[config.mk]
export PLATFORM = sky130hd
export DESIGN_NAME = spi_master_byte_shifter
export DESIGN_NICKNAME = d
export VERILOG_FILES = /design/src/spimbs_pkg.sv /design/src/spi_master_byte_shifter.sv
export SDC_FILE = /design/constraint.sdc
export NUM_CORES = 1
export LEC_CHECK = 0
export BUFFER_PORTS_ARGS = -buffer_cell sky130_fd_sc_hd__buf_2
export CORE_MARGIN = 2
export CORE_UTILIZATION = 55
export CTS_CLUSTER_DIAMETER = 40
export DETAILED_ROUTE_END_ITERATION = 12
export MAX_ROUTING_LAYER = met4
export PLACE_DENSITY_LB_ADDON = 0.1
export SYNTH_ARGS = -nofsm -noshare
export SYNTH_HDL_FRONTEND = slang
export SYNTH_SLANG_ARGS = --single-unit
[constraint.sdc]
create_clock -name clk -period 7.2 [get_ports clk]
set_input_delay 1.08 -clock clk [delete_from_list [all_inputs] [get_ports clk]]
set_output_delay 1.08 -clock clk [all_outputs]
set_load 0.01 [all_outputs]
[src/spimbs_pkg.sv]
package spimbs_pkg;

  localparam int BYTE_W     = 8;
  localparam int COUNT_W    = 4;
  localparam int PRESCALE_W = 6;
  localparam int DIV_SEL_W  = 3;
  localparam int CFG_IDX_W  = 2;
  localparam int CFG_DATA_W = 3;

  // largest divider select that is honoured; larger codes saturate to it
  localparam logic [DIV_SEL_W-1:0] DIV_SEL_MAX = 3'd6;

  // configuration register indexes
  localparam logic [CFG_IDX_W-1:0] CFG_DIVIDER  = 2'd0;
  localparam logic [CFG_IDX_W-1:0] CFG_LSB      = 2'd1;
  localparam logic [CFG_IDX_W-1:0] CFG_POLARITY = 2'd2;
  localparam logic [CFG_IDX_W-1:0] CFG_PHASE    = 2'd3;

  typedef struct packed {
    logic [DIV_SEL_W-1:0] div_sel;
    logic                 lsb_first;
    logic                 cpol;
    logic                 cpha;
  } cfg_t;

endpackage

[src/spi_master_byte_shifter.sv]
// SPI master byte shifter, SPI modes 0 to 3.
//
// Usage: every request on the input channel is one system tick of the serial
// engine. It carries start_req with tx_byte and the sampled miso level. For
// every request exactly one result comes out on the output channel: sclk and
// mosi levels, busy_res, a one-tick done_res with rx_byte (held afterwards),
// and write_collision when a start arrives while a transfer is running.
// Configuration (divider select, bit order, polarity, phase) is written
// through cfg_write/cfg_index/cfg_data; the user must write it only while no
// transfer is running, which the block itself does not enforce.
// The result of a request accepted at one edge is registered and presented
// from the next. Throughput is one request per cycle while in_stall is low;
// the state update and the result are a single short pass between the input
// handshake and the result register.
// If the receiver stalls, the result register holds its value and in_stall
// rises in the same cycle, so no request is lost or duplicated; the engine
// itself only advances on accepted requests.
// Reset clears the configuration, the engine (idle, clock level low, held
// byte zero) and empties the result register; result outputs are not reset.
module spi_master_byte_shifter (
  input  logic                               clk,
  input  logic                               rst,
  input  logic                               in_valid,
  output logic                               in_stall,
  input  logic                               start_req,
  input  logic [spimbs_pkg::BYTE_W-1:0]      tx_byte,
  input  logic                               miso,
  output logic                               out_valid,
  input  logic                               out_stall,
  output logic                               sclk,
  output logic                               mosi,
  output logic                               busy_res,
  output logic                               done_res,
  output logic [spimbs_pkg::BYTE_W-1:0]      rx_byte,
  output logic                               write_collision,
  input  logic                               cfg_write,
  input  logic [spimbs_pkg::CFG_IDX_W-1:0]   cfg_index,
  input  logic [spimbs_pkg::CFG_DATA_W-1:0]  cfg_data
);
  import spimbs_pkg::*;

  // configuration
  cfg_t cfg;

  // engine state
  logic [BYTE_W-1:0]     tx_shift, tx_shift_next;
  logic [BYTE_W-1:0]     rx_shift, rx_shift_next;
  logic [COUNT_W-1:0]    bit_count, bit_count_next;
  logic [PRESCALE_W-1:0] prescale_count, prescale_count_next;
  logic                  clock_level, clock_level_next;
  logic                  active, active_next;
  logic [BYTE_W-1:0]     received_hold, received_hold_next;
  logic                  done_next, collision_next;

  logic                  accept;
  logic [DIV_SEL_W-1:0]  sel;
  logic [PRESCALE_W:0]   half;
  logic                  leading;
  logic                  half_end;

  // hold the request while a finished result waits to be taken
  assign in_stall = out_valid && out_stall;
  assign accept   = in_valid && !in_stall;

  assign sel      = (cfg.div_sel > DIV_SEL_MAX) ? DIV_SEL_MAX : cfg.div_sel;
  assign half     = (PRESCALE_W+1)'(1) << sel;
  assign half_end = ({1'b0, prescale_count} + (PRESCALE_W+1)'(1)) >= half;
  assign leading  = (clock_level == cfg.cpol);

  always_ff @(posedge clk) begin
    if (rst) begin
      cfg <= '0;
    end else if (cfg_write) begin
      case (cfg_index)
        CFG_DIVIDER:  cfg.div_sel   <= cfg_data;
        CFG_LSB:      cfg.lsb_first <= cfg_data[0];
        CFG_POLARITY: cfg.cpol      <= cfg_data[0];
        CFG_PHASE:    cfg.cpha      <= cfg_data[0];
        default: ;
      endcase
    end
  end

  always_comb begin
    tx_shift_next       = tx_shift;
    rx_shift_next       = rx_shift;
    bit_count_next      = bit_count;
    prescale_count_next = prescale_count;
    clock_level_next    = clock_level;
    active_next         = active;
    received_hold_next  = received_hold;
    done_next           = 1'b0;
    collision_next      = 1'b0;

    if (active) begin
      collision_next = start_req;
      if (half_end) begin
        prescale_count_next = '0;
        clock_level_next    = ~clock_level;
        if (leading) begin
          if (!cfg.cpha) begin
            rx_shift_next = cfg.lsb_first ? {miso, rx_shift[BYTE_W-1:1]}
                                          : {rx_shift[BYTE_W-2:0], miso};
          end else if (bit_count != '0) begin
            tx_shift_next = cfg.lsb_first ? {1'b0, tx_shift[BYTE_W-1:1]}
                                          : {tx_shift[BYTE_W-2:0], 1'b0};
          end
        end else begin
          if (!cfg.cpha) begin
            tx_shift_next = cfg.lsb_first ? {1'b0, tx_shift[BYTE_W-1:1]}
                                          : {tx_shift[BYTE_W-2:0], 1'b0};
          end else begin
            rx_shift_next = cfg.lsb_first ? {miso, rx_shift[BYTE_W-1:1]}
                                          : {rx_shift[BYTE_W-2:0], miso};
          end
          bit_count_next = bit_count + COUNT_W'(1);
          // eighth trailing edge: hand over the byte and drop back to idle
          if (bit_count_next[COUNT_W-1]) begin
            received_hold_next = rx_shift_next;
            active_next        = 1'b0;
            bit_count_next     = '0;
            done_next          = 1'b1;
            clock_level_next   = cfg.cpol;
          end
        end
      end else begin
        prescale_count_next = prescale_count + PRESCALE_W'(1);
      end
    end else begin
      clock_level_next = cfg.cpol;
      if (start_req) begin
        tx_shift_next       = tx_byte;
        rx_shift_next       = '0;
        bit_count_next      = '0;
        prescale_count_next = '0;
        active_next         = 1'b1;
      end
    end
  end

  // advance the engine only on an accepted request
  always_ff @(posedge clk) begin
    if (rst) begin
      tx_shift       <= '0;
      rx_shift       <= '0;
      bit_count      <= '0;
      prescale_count <= '0;
      clock_level    <= 1'b0;
      active         <= 1'b0;
      received_hold  <= '0;
    end else if (accept) begin
      tx_shift       <= tx_shift_next;
      rx_shift       <= rx_shift_next;
      bit_count      <= bit_count_next;
      prescale_count <= prescale_count_next;
      clock_level    <= clock_level_next;
      active         <= active_next;
      received_hold  <= received_hold_next;
    end
  end

  // result register: load on accept, empty once taken
  always_ff @(posedge clk) begin
    if (rst) begin
      out_valid <= 1'b0;
    end else if (accept) begin
      out_valid <= 1'b1;
    end else if (!out_stall) begin
      out_valid <= 1'b0;
    end
  end

  always_ff @(posedge clk) begin
    if (accept) begin
      sclk            <= clock_level_next;
      mosi            <= active_next &&
                         (cfg.lsb_first ? tx_shift_next[0] : tx_shift_next[BYTE_W-1]);
      busy_res        <= active_next;
      done_res        <= done_next;
      rx_byte         <= received_hold_next;
      write_collision <= collision_next;
    end
  end

  // a start seen while a transfer runs must be flagged in its result
  a_collision: assert property (@(posedge clk) disable iff (rst)
    accept && start_req && active |=> out_valid && write_collision)
    else $error("collision not flagged");

  // the done pulse always ends the transfer
  a_done_idle: assert property (@(posedge clk) disable iff (rst)
    out_valid && done_res |-> !busy_res && !active)
    else $error("done while still busy");

  // an idle engine holds no partial bit count
  a_idle_count: assert property (@(posedge clk) disable iff (rst)
    !active |-> bit_count == '0)
    else $error("bit count left over while idle");

  // a stalled result is never overwritten
  a_hold: assert property (@(posedge clk) disable iff (rst)
    out_valid && out_stall |=> out_valid && $stable(rx_byte) && $stable(sclk))
    else $error("stalled result changed");

endmodule
==> results of run 1 <==
## cell usage in the layout (no fill, tap or decap), drive strengths merged, types with 10 or more instances in the layout
cell type | synthesis | routed
nor2 | 55 | 55
dfxtp | 42 | 42
buf | 3 | 36
mux2i | 31 | 31
a21oi | 26 | 26
o21ai | 18 | 18
nand2 | 15 | 15
edfxtp | 13 | 13
inv | 10 | 12
nand3b | 11 | 11
ha | 10 | 10
## cell usage after synthesis (all sizes together), types with 2 or more instances
cell    number
xor2         2
dfxtp       42
nand2       15
nor2        55
mux2i       31
a31oi        4
nor2b        4
o22ai        7
inv         10
a311oi       2
xnor2        5
mux2         9
a22oi        2
nand3b      11
and3         3
o21a         3
nand4        3
ha          10
nand3        9
nor3         7
clkbuf      14
buf          3
edfxtp      13
a21oi       26
nand2b       3
a221oi       6
a21o         3
o21ai       18
## registers in the layout (all words and copies together) (netlist names)
signal	cells
active	1
bit_count	3
busy_res	1
cfg	6
clock_level	1
done_res	1
mosi	1
out_valid	1
prescale_count	6
received_hold	8
rx_byte	8
rx_shift	8
sclk	1
tx_shift	8
write_collision	1
## final cells by class
cell class	instances	area (um2)
sequential	55	1231
multi-input combinational	252	1714
inverter	10	37.54
clock inverter	3	27.53
fill	503	2085
clock buffer	5	68.82
tap	72	90.09
timing repair buffer	36	185.2
## worst max-delay path by stage
stage	cells past startpoint	startpoint	slack [ps]	end
2_1_floorplan	10	prescale_count[0]	4550	rx_byte[0]
3_3_place_gp	8	out_stall	4000	prescale_count[4]
3_5_place_dp	8	out_stall	3920	prescale_count[4]
4_1_cts	10	prescale_count[0]	4200	received_hold[3]
5_1_grt	8	out_stall	3970	prescale_count[4]
6_report	10	prescale_count[0]	4210	received_hold[1]
## power by group through the flow
stage          sequential (mW)  combinational (mW)  clock [mW]
6_report                 0.337              0.0845       0.187
3_5_place_dp             0.345              0.0847           0
3_3_place_gp             0.344              0.0836           0
2_1_floorplan            0.341              0.0631           0
5_1_grt                  0.339              0.0933       0.203
4_1_cts                  0.337              0.0848       0.191
## cell families after synthesis
group,count (synthesis),share of synthesized area (%)
fa+ha+maj,10,4.103
xor+xnor,7,2.257
simple gates,117,19.74
flops,55,40.38
buf+inv,27,3.406
mux,40,13.50
compound gates,78,16.62
## per-layer routing
layer,routed length [um],global-route usage (%),vias up
met4,61,5.263,0
li1,-,-,1266
met2,2875,35.17,34
met1,3068,29.41,1151
met5,0,-,-
met3,198,3.908,7
## tightest hold or removal path, stage by stage, from the launching register on
cell,delay [ps]
dfxtp_1,340
mux2i_1,60
nor2_1,70
==> impl_metrics.json, run 1 <==
{
  "placedCellCount": 425,
  "async_flop_share_pct": 0,
  "crit_arrival_ps": 3190,
  "maxCapViolCount": 0,
  "finalWeightedCongestion": 0.7881,
  "dpl_cell_area_um2": 3258,
  "cts_buffers": 5,
  "fin_util_pct": 61.67,
  "layout.cells.non_filler": 433,
  "antenna_left": 0,
  "p_leak_nw": 1.245,
  "io_pins": 35,
  "syn_avg_cell_area_um2": 9.129,
  "drt_wl_total_mm": 6.204,
  "place_ws_ps": 3923,
  "fin_total_pwr_mw": 0.6088,
  "grt_use_total_pct": 22.05,
  "slowest_delay_ps": 700,
  "die_h_um": 78.46,
  "cts.clk_slew.worst_paths_ps": 110,
  "end_kind": "flop",
  "yosysTopAreaCell": "dfxtp_1",
  "io_buffers": 34,
  "seqPwrFrac_pct": 55.4,
  "path_delay_family": "simple AND/OR/NAND/NOR gates",
  "cts.hold.buffers_added": 0,
  "worstHoldEndpoint": "received_hold[7]",
  "grt_pass1_vias": 2251,
  "synth.area.top_cells": "dfxtp_1, edfxtp_1, mux2i_1, nor2_1, a21oi_1",
  "finalCritPeriodShare_pct": 41.58,
  "clock_tree.root_cell": "clkbuf_8",
  "layout_setup_ws_ps": 4206,
  "drc_errors": 0,
  "power.switching_mw": 0.1763,
  "critical_path.max_fanout": 9,
  "path_buf_inv": 0,
  "rsz0062_at_grt": "false",
  "grt_max_degree": 45,
  "fmax_ghz": 0.3340,
  "crit_chain": "ha_1 > and3_1 > and3_1 > ha_1 > nand2_1 > nor2_1 > a21oi_4 > nor4_4 > mux2i_1 > nor2_2",
  "yosys_warnings": 0,
  "worstSetupStartpointType": "flop",
  "yosysTopAreaCellShare_pct": 27.57,
  "internal_power_mw": 0.4325,
  "layout.nets": 390,
  "via_per_inst": 5.677,
  "rrSetupSlack_ps": 4210,
  "syn2layout_area_growth_pct": 10.01,
  "ys_types": 51,
  "final_area_um2": 3354,
  "final-max-slew-violation-count": 0,
  "crit_type": "flop to flop",
  "grt-ovfl-total": 0,
  "slew_headroom_pct": 28.90,
  "antenna_found_initial": 0,
  "r2r_start": "prescale_count[0]",
  "ys.flop_type": "dfxtp_1",
  "power_frac_comb_pct": 13.9,
  "syn_inst": 334,
  "fin_crit_ps": 2994,
  "vias": 2458,
  "clock_sinks": 55,
  "hold_viol": 0,
  "clk_path_buf_depth": 2,
  "r2r_end": "received_hold[1]",
  "drive_gt1_share_pct": 20.50,
  "fin_setup_tns_ps": 0,
  "wl_per_cell_um": 14.33,
  "post_cts_resized": 0,
  "hold_path.class": "flop to flop",
  "synth.cell_area_um2": 3049,
  "core_region_area_um2": 5439,
  "synth_nets": 364,
  "reg2reg_depth": 10,
  "cts_setup_buffers": 0,
  "whs_ps": 505.0,
  "h-tree-depth": 2,
  "grt_pass1_wl_mm": 10.55,
  "required_ps": 7390,
  "worst_path_max_delay_cell": "nor4_4",
  "first_iter_violations": 96,
  "start_util_pct": 56.06,
  "dr.pass1.iters": 4,
  "worstMarginPinSlew_ps": 1065,
  "synth_edf_count": 13,
  "die_w_um": 78.46,
  "placementRows": 27,
  "swShare_pct": 28.95,
  "hold_depth": 2,
  "finClkSkew_ps": 8.027,
  "clockPowerShare_pct": 30.7,
  "seq_area_frac_synth_pct": 40.38,
  "pwr_density_cell_nw_per_um2": 181.5,
  "clk_latency_ps": 320,
  "die_area_um2": 6155,
  "cts_tree": "built",
  "status": "complete, no violations",
  "synth_seq_cells": 55,
  "finalSetupViolations": 0,
  "peakVddDrop_mv": 0.1091,
  "num_antenna_cells": 0,
  "hpwlAfterDp_mm": 4.285,
  "min_from": "received_hold[7]"
}
(Power assumes the default switching activity.)
==> run 2: changes to the inputs <==
==> constraint.sdc (replaced) <==
create_clock -name clk -period 3 [get_ports clk]
set_input_delay 0.45 -clock clk [delete_from_list [all_inputs] [get_ports clk]]
set_output_delay 0.45 -clock clk [all_outputs]
set_load 0.01 [all_outputs]
==> run 2 against run 1 <==
- cell area grew 1.8%
- clock skew shrank 3.4 ps
- non-clock buffer count grew 8
- flip-flop and latch count is the same
- total power grew 140%
- critical path depth is the same
- first-iteration DRC count grew 57%
- core utilization grew 1.1 points
- die area is the same
- sequential power grew 140%
- largest cell class unchanged
- largest power group unchanged
- highest routed layer unchanged
==> impl_metrics.json, run 2 (synthesized netlist as in run 1, its figures left out) <==
{
  "status": "complete, no violations",
  "r2r_start": "prescale_count[0]",
  "syn2layout_area_growth_pct": 11.94,
  "hold_viol": 0,
  "clk_latency_ps": 310,
  "path_buf_inv": 1,
  "cts.clk_slew.worst_paths_ps": 100,
  "clock_sinks": 55,
  "mostFrequentLayoutCells": "nor2_1, dfxtp_1, buf_2, mux2i_1, a21oi_1",
  "seqPwrFrac_pct": 55.2,
  "drive_gt1_share_pct": 22.22,
  "cts_setup_buffers": 0,
  "mostFrequentLayoutCell": "nor2_1",
  "path_delay_family": "simple AND/OR/NAND/NOR gates",
  "antenna_left": 0,
  "core_region_area_um2": 5439,
  "die_h_um": 78.46,
  "reg2reg_depth": 10,
  "clk_path_buf_depth": 2,
  "grt_pass1_vias": 2287,
  "place_ws_ps": 213.7,
  "final_area_um2": 3413,
  "layout.nets": 398,
  "h-tree-depth": 2,
  "drc_errors": 0,
  "cts_tree": "built",
  "crit_type": "flop to flop",
  "finalWeightedCongestion": 0.8275,
  "cts_buffers": 5,
  "io_buffers": 34,
  "placementRows": 27,
  "worst_path_max_delay_cell": "dfxtp_1",
  "hold_depth": 3,
  "grt_pass1_wl_mm": 10.70,
  "io_pins": 35,
  "maxCapViolCount": 0,
  "layout_setup_ws_ps": 214.6,
  "die_area_um2": 6155,
  "p_leak_nw": 1.290,
  "worstMarginPinSlew_ps": 856.4,
  "end_kind": "flop",
  "dpl_cell_area_um2": 3303,
  "grt_max_degree": 45,
  "crit_arrival_ps": 2850,
  "r2r_end": "rx_byte[5]",
  "die_w_um": 78.46,
  "cts.hold.buffers_added": 0,
  "post_cts_resized": 0,
  "swShare_pct": 28.16,
  "pwr_density_cell_nw_per_um2": 425.4,
  "critical_path.max_fanout": 11,
  "min_from": "in_valid",
  "worstHoldEndpoint": "out_valid",
  "hpwlAfterDp_mm": 4.341,
  "clock_tree.root_cell": "clkbuf_8",
  "clockPowerShare_pct": 29.6,
  "via_per_inst": 5.710,
  "final-max-slew-violation-count": 0,
  "hold_path.class": "primary input to flop",
  "slew_headroom_pct": 42.91,
  "dr.pass1.iters": 4,
  "rrSetupSlack_ps": 210,
  "drt_wl_total_mm": 6.290,
  "wl_per_cell_um": 14.26,
  "peakVddDrop_mv": 0.2512,
  "vias": 2518,
  "power_frac_comb_pct": 15.2,
  "first_iter_violations": 151,
  "antenna_found_initial": 0,
  "finalSetupViolations": 0,
  "grt_use_total_pct": 22.01,
  "slowest_delay_ps": 360,
  "grt-ovfl-total": 0,
  "fmax_ghz": 0.3590,
  "worstSetupStartpointType": "flop",
  "num_antenna_cells": 0,
  "internal_power_mw": 1.043,
  "power.switching_mw": 0.4089,
  "finClkSkew_ps": 4.607,
  "fillers": 473,
  "start_util_pct": 56.06,
  "fin_setup_tns_ps": 0,
  "crit_chain": "ha_1 > and3_1 > and3_1 > ha_1 > nand2_1 > nor2_1 > a21oi_4 > nor3_1 > buf_4 > mux2_2",
  "finalCritPeriodShare_pct": 92.85,
  "fin_crit_ps": 2785,
  "required_ps": 3070,
  "fin_total_pwr_mw": 1.452,
  "rsz0062_at_grt": "false"
}
-- run 2: area by class of cell --
type | count | area, um2 | share of cell area, %
timing repair buffer | 44 | 245.2 | 7.185
inverter | 10 | 37.54 | 1.100
clock buffer | 5 | 68.82 | 2.016
multi-input combinational | 252 | 1714 | 50.22
tap | 72 | 90.09 | 2.639
sequential | 55 | 1231 | 36.07
clock inverter | 3 | 26.28 | 0.7698
-- run 2: layer usage --
layer | vias to the layer above | track usage [%] | wire length [um]
met4 | 0 | 5.088 | 54
met3 | 4 | 3.563 | 234
met2 | 55 | 35.26 | 2851
li1 | 1281 | - | -
met5 | - | - | 0
met1 | 1178 | 29.53 | 3150
-- run 2: worst max-delay path by stage --
stage,from,to,slack (ps),cells after the start
3_5_place_dp,prescale_count[0],rx_byte[5],210,10
5_1_grt,prescale_count[0],rx_byte[5],50,10
2_1_floorplan,prescale_count[0],rx_byte[0],350,10
6_report,prescale_count[0],rx_byte[5],210,10
3_3_place_gp,prescale_count[0],rx_byte[3],290,10
4_1_cts,prescale_count[0],rx_byte[5],200,10
-- run 2: per-stage QoR --
stage / std cells / hold WS (ps) / util [%]
finish: 441 / 372.8 / 62.76
global route: 441 / 378.5 / 62.76
CTS: 439 / 364.4 / 62.48
detailed placement: 431 / 483.5 / 60.73
global placement: 431 / 469.7 / 60.73
floorplan: 334 / 456.1 / -
-- run 2: tightest hold or removal path: stages --
cell,delay [ps]
buf_2,100
nor2_1,40
nor2_1,60
-- run 2: power groups by stage --
stage / clock (mW) / combinational, mW / sequential [mW]
floorplan: 0 / 0.151 / 0.819
global placement: 0 / 0.214 / 0.818
detailed placement: 0 / 0.215 / 0.819
CTS: 0.445 / 0.216 / 0.802
global route: 0.473 / 0.242 / 0.806
finish: 0.430 / 0.220 / 0.802
==> run 3: changes to the inputs <==
--- a/config.mk
+++ b/config.mk
@@ -5,8 +5,9 @@
 export SDC_FILE = /design/constraint.sdc
 export NUM_CORES = 1
 export LEC_CHECK = 0
+export ABC_AREA = 1
 export BUFFER_PORTS_ARGS = -buffer_cell sky130_fd_sc_hd__buf_2
-export CORE_MARGIN = 2
+export CORE_MARGIN = 5
 export CORE_UTILIZATION = 55
 export CTS_CLUSTER_DIAMETER = 40
 export DETAILED_ROUTE_END_ITERATION = 12
==> run 3 against run 2 <==
- sequential share of layout area shrank 1.7 points
- global-route usage shrank 2.1 points
- flip-flop and latch count unchanged
- hold slack worse by 7.2 ps
- cell area increased by 5.0%
- critical path type unchanged
- die area grew 25%
- critical path depth grew 6
- maximum frequency up 9.2%
- first-iteration DRC count down 12%
- non-clock buffer count down 7
==> impl_metrics.json, run 3 <==
{
  "post_cts_resized": 0,
  "hpwlAfterDp_mm": 5.197,
  "regArea_um2": 1231,
  "mostFrequentLayoutCells": "nand2_1, nor2_1, inv_1, dfxtp_1",
  "maxCapViolCount": 0,
  "layout_setup_ws_ps": 449.0,
  "drt_wl_total_mm": 6.966,
  "end_kind": "flop",
  "fin_setup_tns_ps": 0,
  "fin_total_pwr_mw": 1.656,
  "min_from": "cfg_data[2]",
  "num_antenna_cells": 0,
  "peakVddDrop_mv": 0.2451,
  "finClkSkew_ps": 9.812,
  "clock_tree.root_cell": "clkbuf_8",
  "final-max-slew-violation-count": 0,
  "multi_input_area_um2": 1728,
  "cts_tree": "built",
  "fillers": 590,
  "finalCritPeriodShare_pct": 85.03,
  "worstSetupStartpointType": "flop",
  "grt_use_total_pct": 19.94,
  "r2r_start": "prescale_count[0]",
  "yosysTopAreaCell": "dfxtp_1",
  "fin_util_pct": 60.91,
  "antenna_left": 0,
  "drc_errors": 0,
  "cts_buffers": 5,
  "clock_sinks": 55,
  "required_ps": 3080,
  "slew_headroom_pct": 49.83,
  "p_leak_nw": 1.779,
  "wl_per_cell_um": 11.79,
  "cts.hold.buffers_added": 0,
  "synth.area.top_cells": "dfxtp_1, nand2_1, edfxtp_1, nor2_1, inv_1",
  "ys_types": 32,
  "synth_edf_count": 13,
  "start_util_pct": 56.40,
  "status": "complete, no violations",
  "pwr_density_cell_nw_per_um2": 462.1,
  "via_per_inst": 5.019,
  "syn2layout_area_growth_pct": 7.991,
  "finalSetupViolations": 0,
  "rsz0062_at_grt": "false",
  "placedCellCount": 583,
  "dpl_cell_area_um2": 3490,
  "cts.clk_slew.worst_paths_ps": 110,
  "hold_path.class": "primary input to flop",
  "h-tree-depth": 2,
  "synth.most_common_cell": "nand2_1",
  "grt_pass1_wl_mm": 11.87,
  "clk_latency_ps": 310,
  "async_flop_share_pct": 0,
  "io_pins": 35,
  "yosys_warnings": 0,
  "yosysTopAreaCellShare_pct": 25.33,
  "ys.flop_type": "dfxtp_1",
  "die_area_um2": 7689,
  "mostFrequentLayoutCell": "nand2_1",
  "fin_crit_ps": 2551,
  "grt_max_degree": 33,
  "grt-ovfl-total": 0,
  "place_ws_ps": 467.3,
  "dr.pass1.iters": 4,
  "antenna_found_initial": 0,
  "die_h_um": 87.69,
  "vias": 2966,
  "syn_inst": 488,
  "first_iter_violations": 133,
  "final_area_um2": 3585,
  "synth_seq_cells": 55,
  "post_synth_most_frequent_cells": "nand2_1, nor2_1, inv_1",
  "layout.nets": 545,
  "worstMarginPinSlew_ps": 751.8,
  "cts_setup_buffers": 0,
  "crit_arrival_ps": 2630,
  "synth_nets": 518,
  "whs_ps": 365.7,
  "critical_path.max_fanout": 11,
  "reg2reg_depth": 16,
  "seq_area_frac_synth_pct": 37.09,
  "placementRows": 28,
  "io_buffers": 34,
  "layout.cells.non_filler": 591,
  "grt_pass1_vias": 2629,
  "finalWeightedCongestion": 0.8646,
  "crit_type": "flop to flop",
  "clk_path_buf_depth": 2,
  "syn_avg_cell_area_um2": 6.802,
  "critPathLaunch": "prescale_count[0]",
  "hold_viol": 0,
  "hold_depth": 3,
  "core_region_area_um2": 5886,
  "synth.cell_area_um2": 3319,
  "drive_gt1_share_pct": 14.15,
  "die_w_um": 87.69,
  "fmax_ghz": 0.3920
}
run 3: cell count changes in the layout (fill, tap and decap cells not counted), sizes merged, moves of 9 or more:
cell,change
mux2,-9
nor2,+22
mux2i,-31
inv,+55
nand2,+132
nand3b,-10
nand3,+25
run 3: metal layers:
metal	wire length (um)	track usage, %	up-vias
met2	3107	32.33	69
met1	3294	25.14	1289
met5	0	-	-
met3	413	3.387	10
li1	-	-	1598
met4	150	6.695	0
run 3: cell type report:
| class | instances | share of cell area (%) |
|---|---|---|
| sequential | 55 | 34.35 |
| clock buffer | 5 | 1.920 |
| tap | 75 | 2.618 |
| multi-input combinational | 351 | 48.20 |
| inverter | 65 | 6.806 |
| clock inverter | 3 | 0.7330 |
| timing repair buffer | 37 | 5.375 |
run 3: cells by family (layout without fill, tap and decap cells):
| logic type | Yosys count | count (layout) | share of synthesized area (%) |
|---|---|---|---|
| AO/OA/AOI/OAI | 67 | 67 | 10.93 |
| buffers and inverters | 82 | 110 | 10.86 |
| XOR/XNOR | 4 | 4 | 1.055 |
| adder cells (fa/ha/maj) | 10 | 10 | 3.769 |
| flip-flops | 55 | 55 | 37.09 |
| AND/OR/NAND/NOR | 270 | 270 | 36.30 |
run 3: power breakdown:
part	internal, mW	switching, mW
Combinational	0.128	0.240
Sequential	0.814	0.0356
Clock	0.173	0.265
run 3: worst paths after layout:
check	end	slack, ps
min	cfg[5]	370
min reg2reg	prescale_count[5]	480
max	mosi	450
max reg2reg	mosi	450
run 3: worst max-delay path, cell delays in order, from the launching register on:
cell and delay (ps):
dfxtp_1 400, ha_1 200, nand3_1 120, xor2_1 150
inv_1 70, ha_1 290, nand2_1 80, nor2_4 110
nand2_1 70, nand3_1 110, nor2_4 70, nor2_4 230
nand2_4 140, inv_2 100, nor2_2 50, nand2_1 80
nor2_1 40
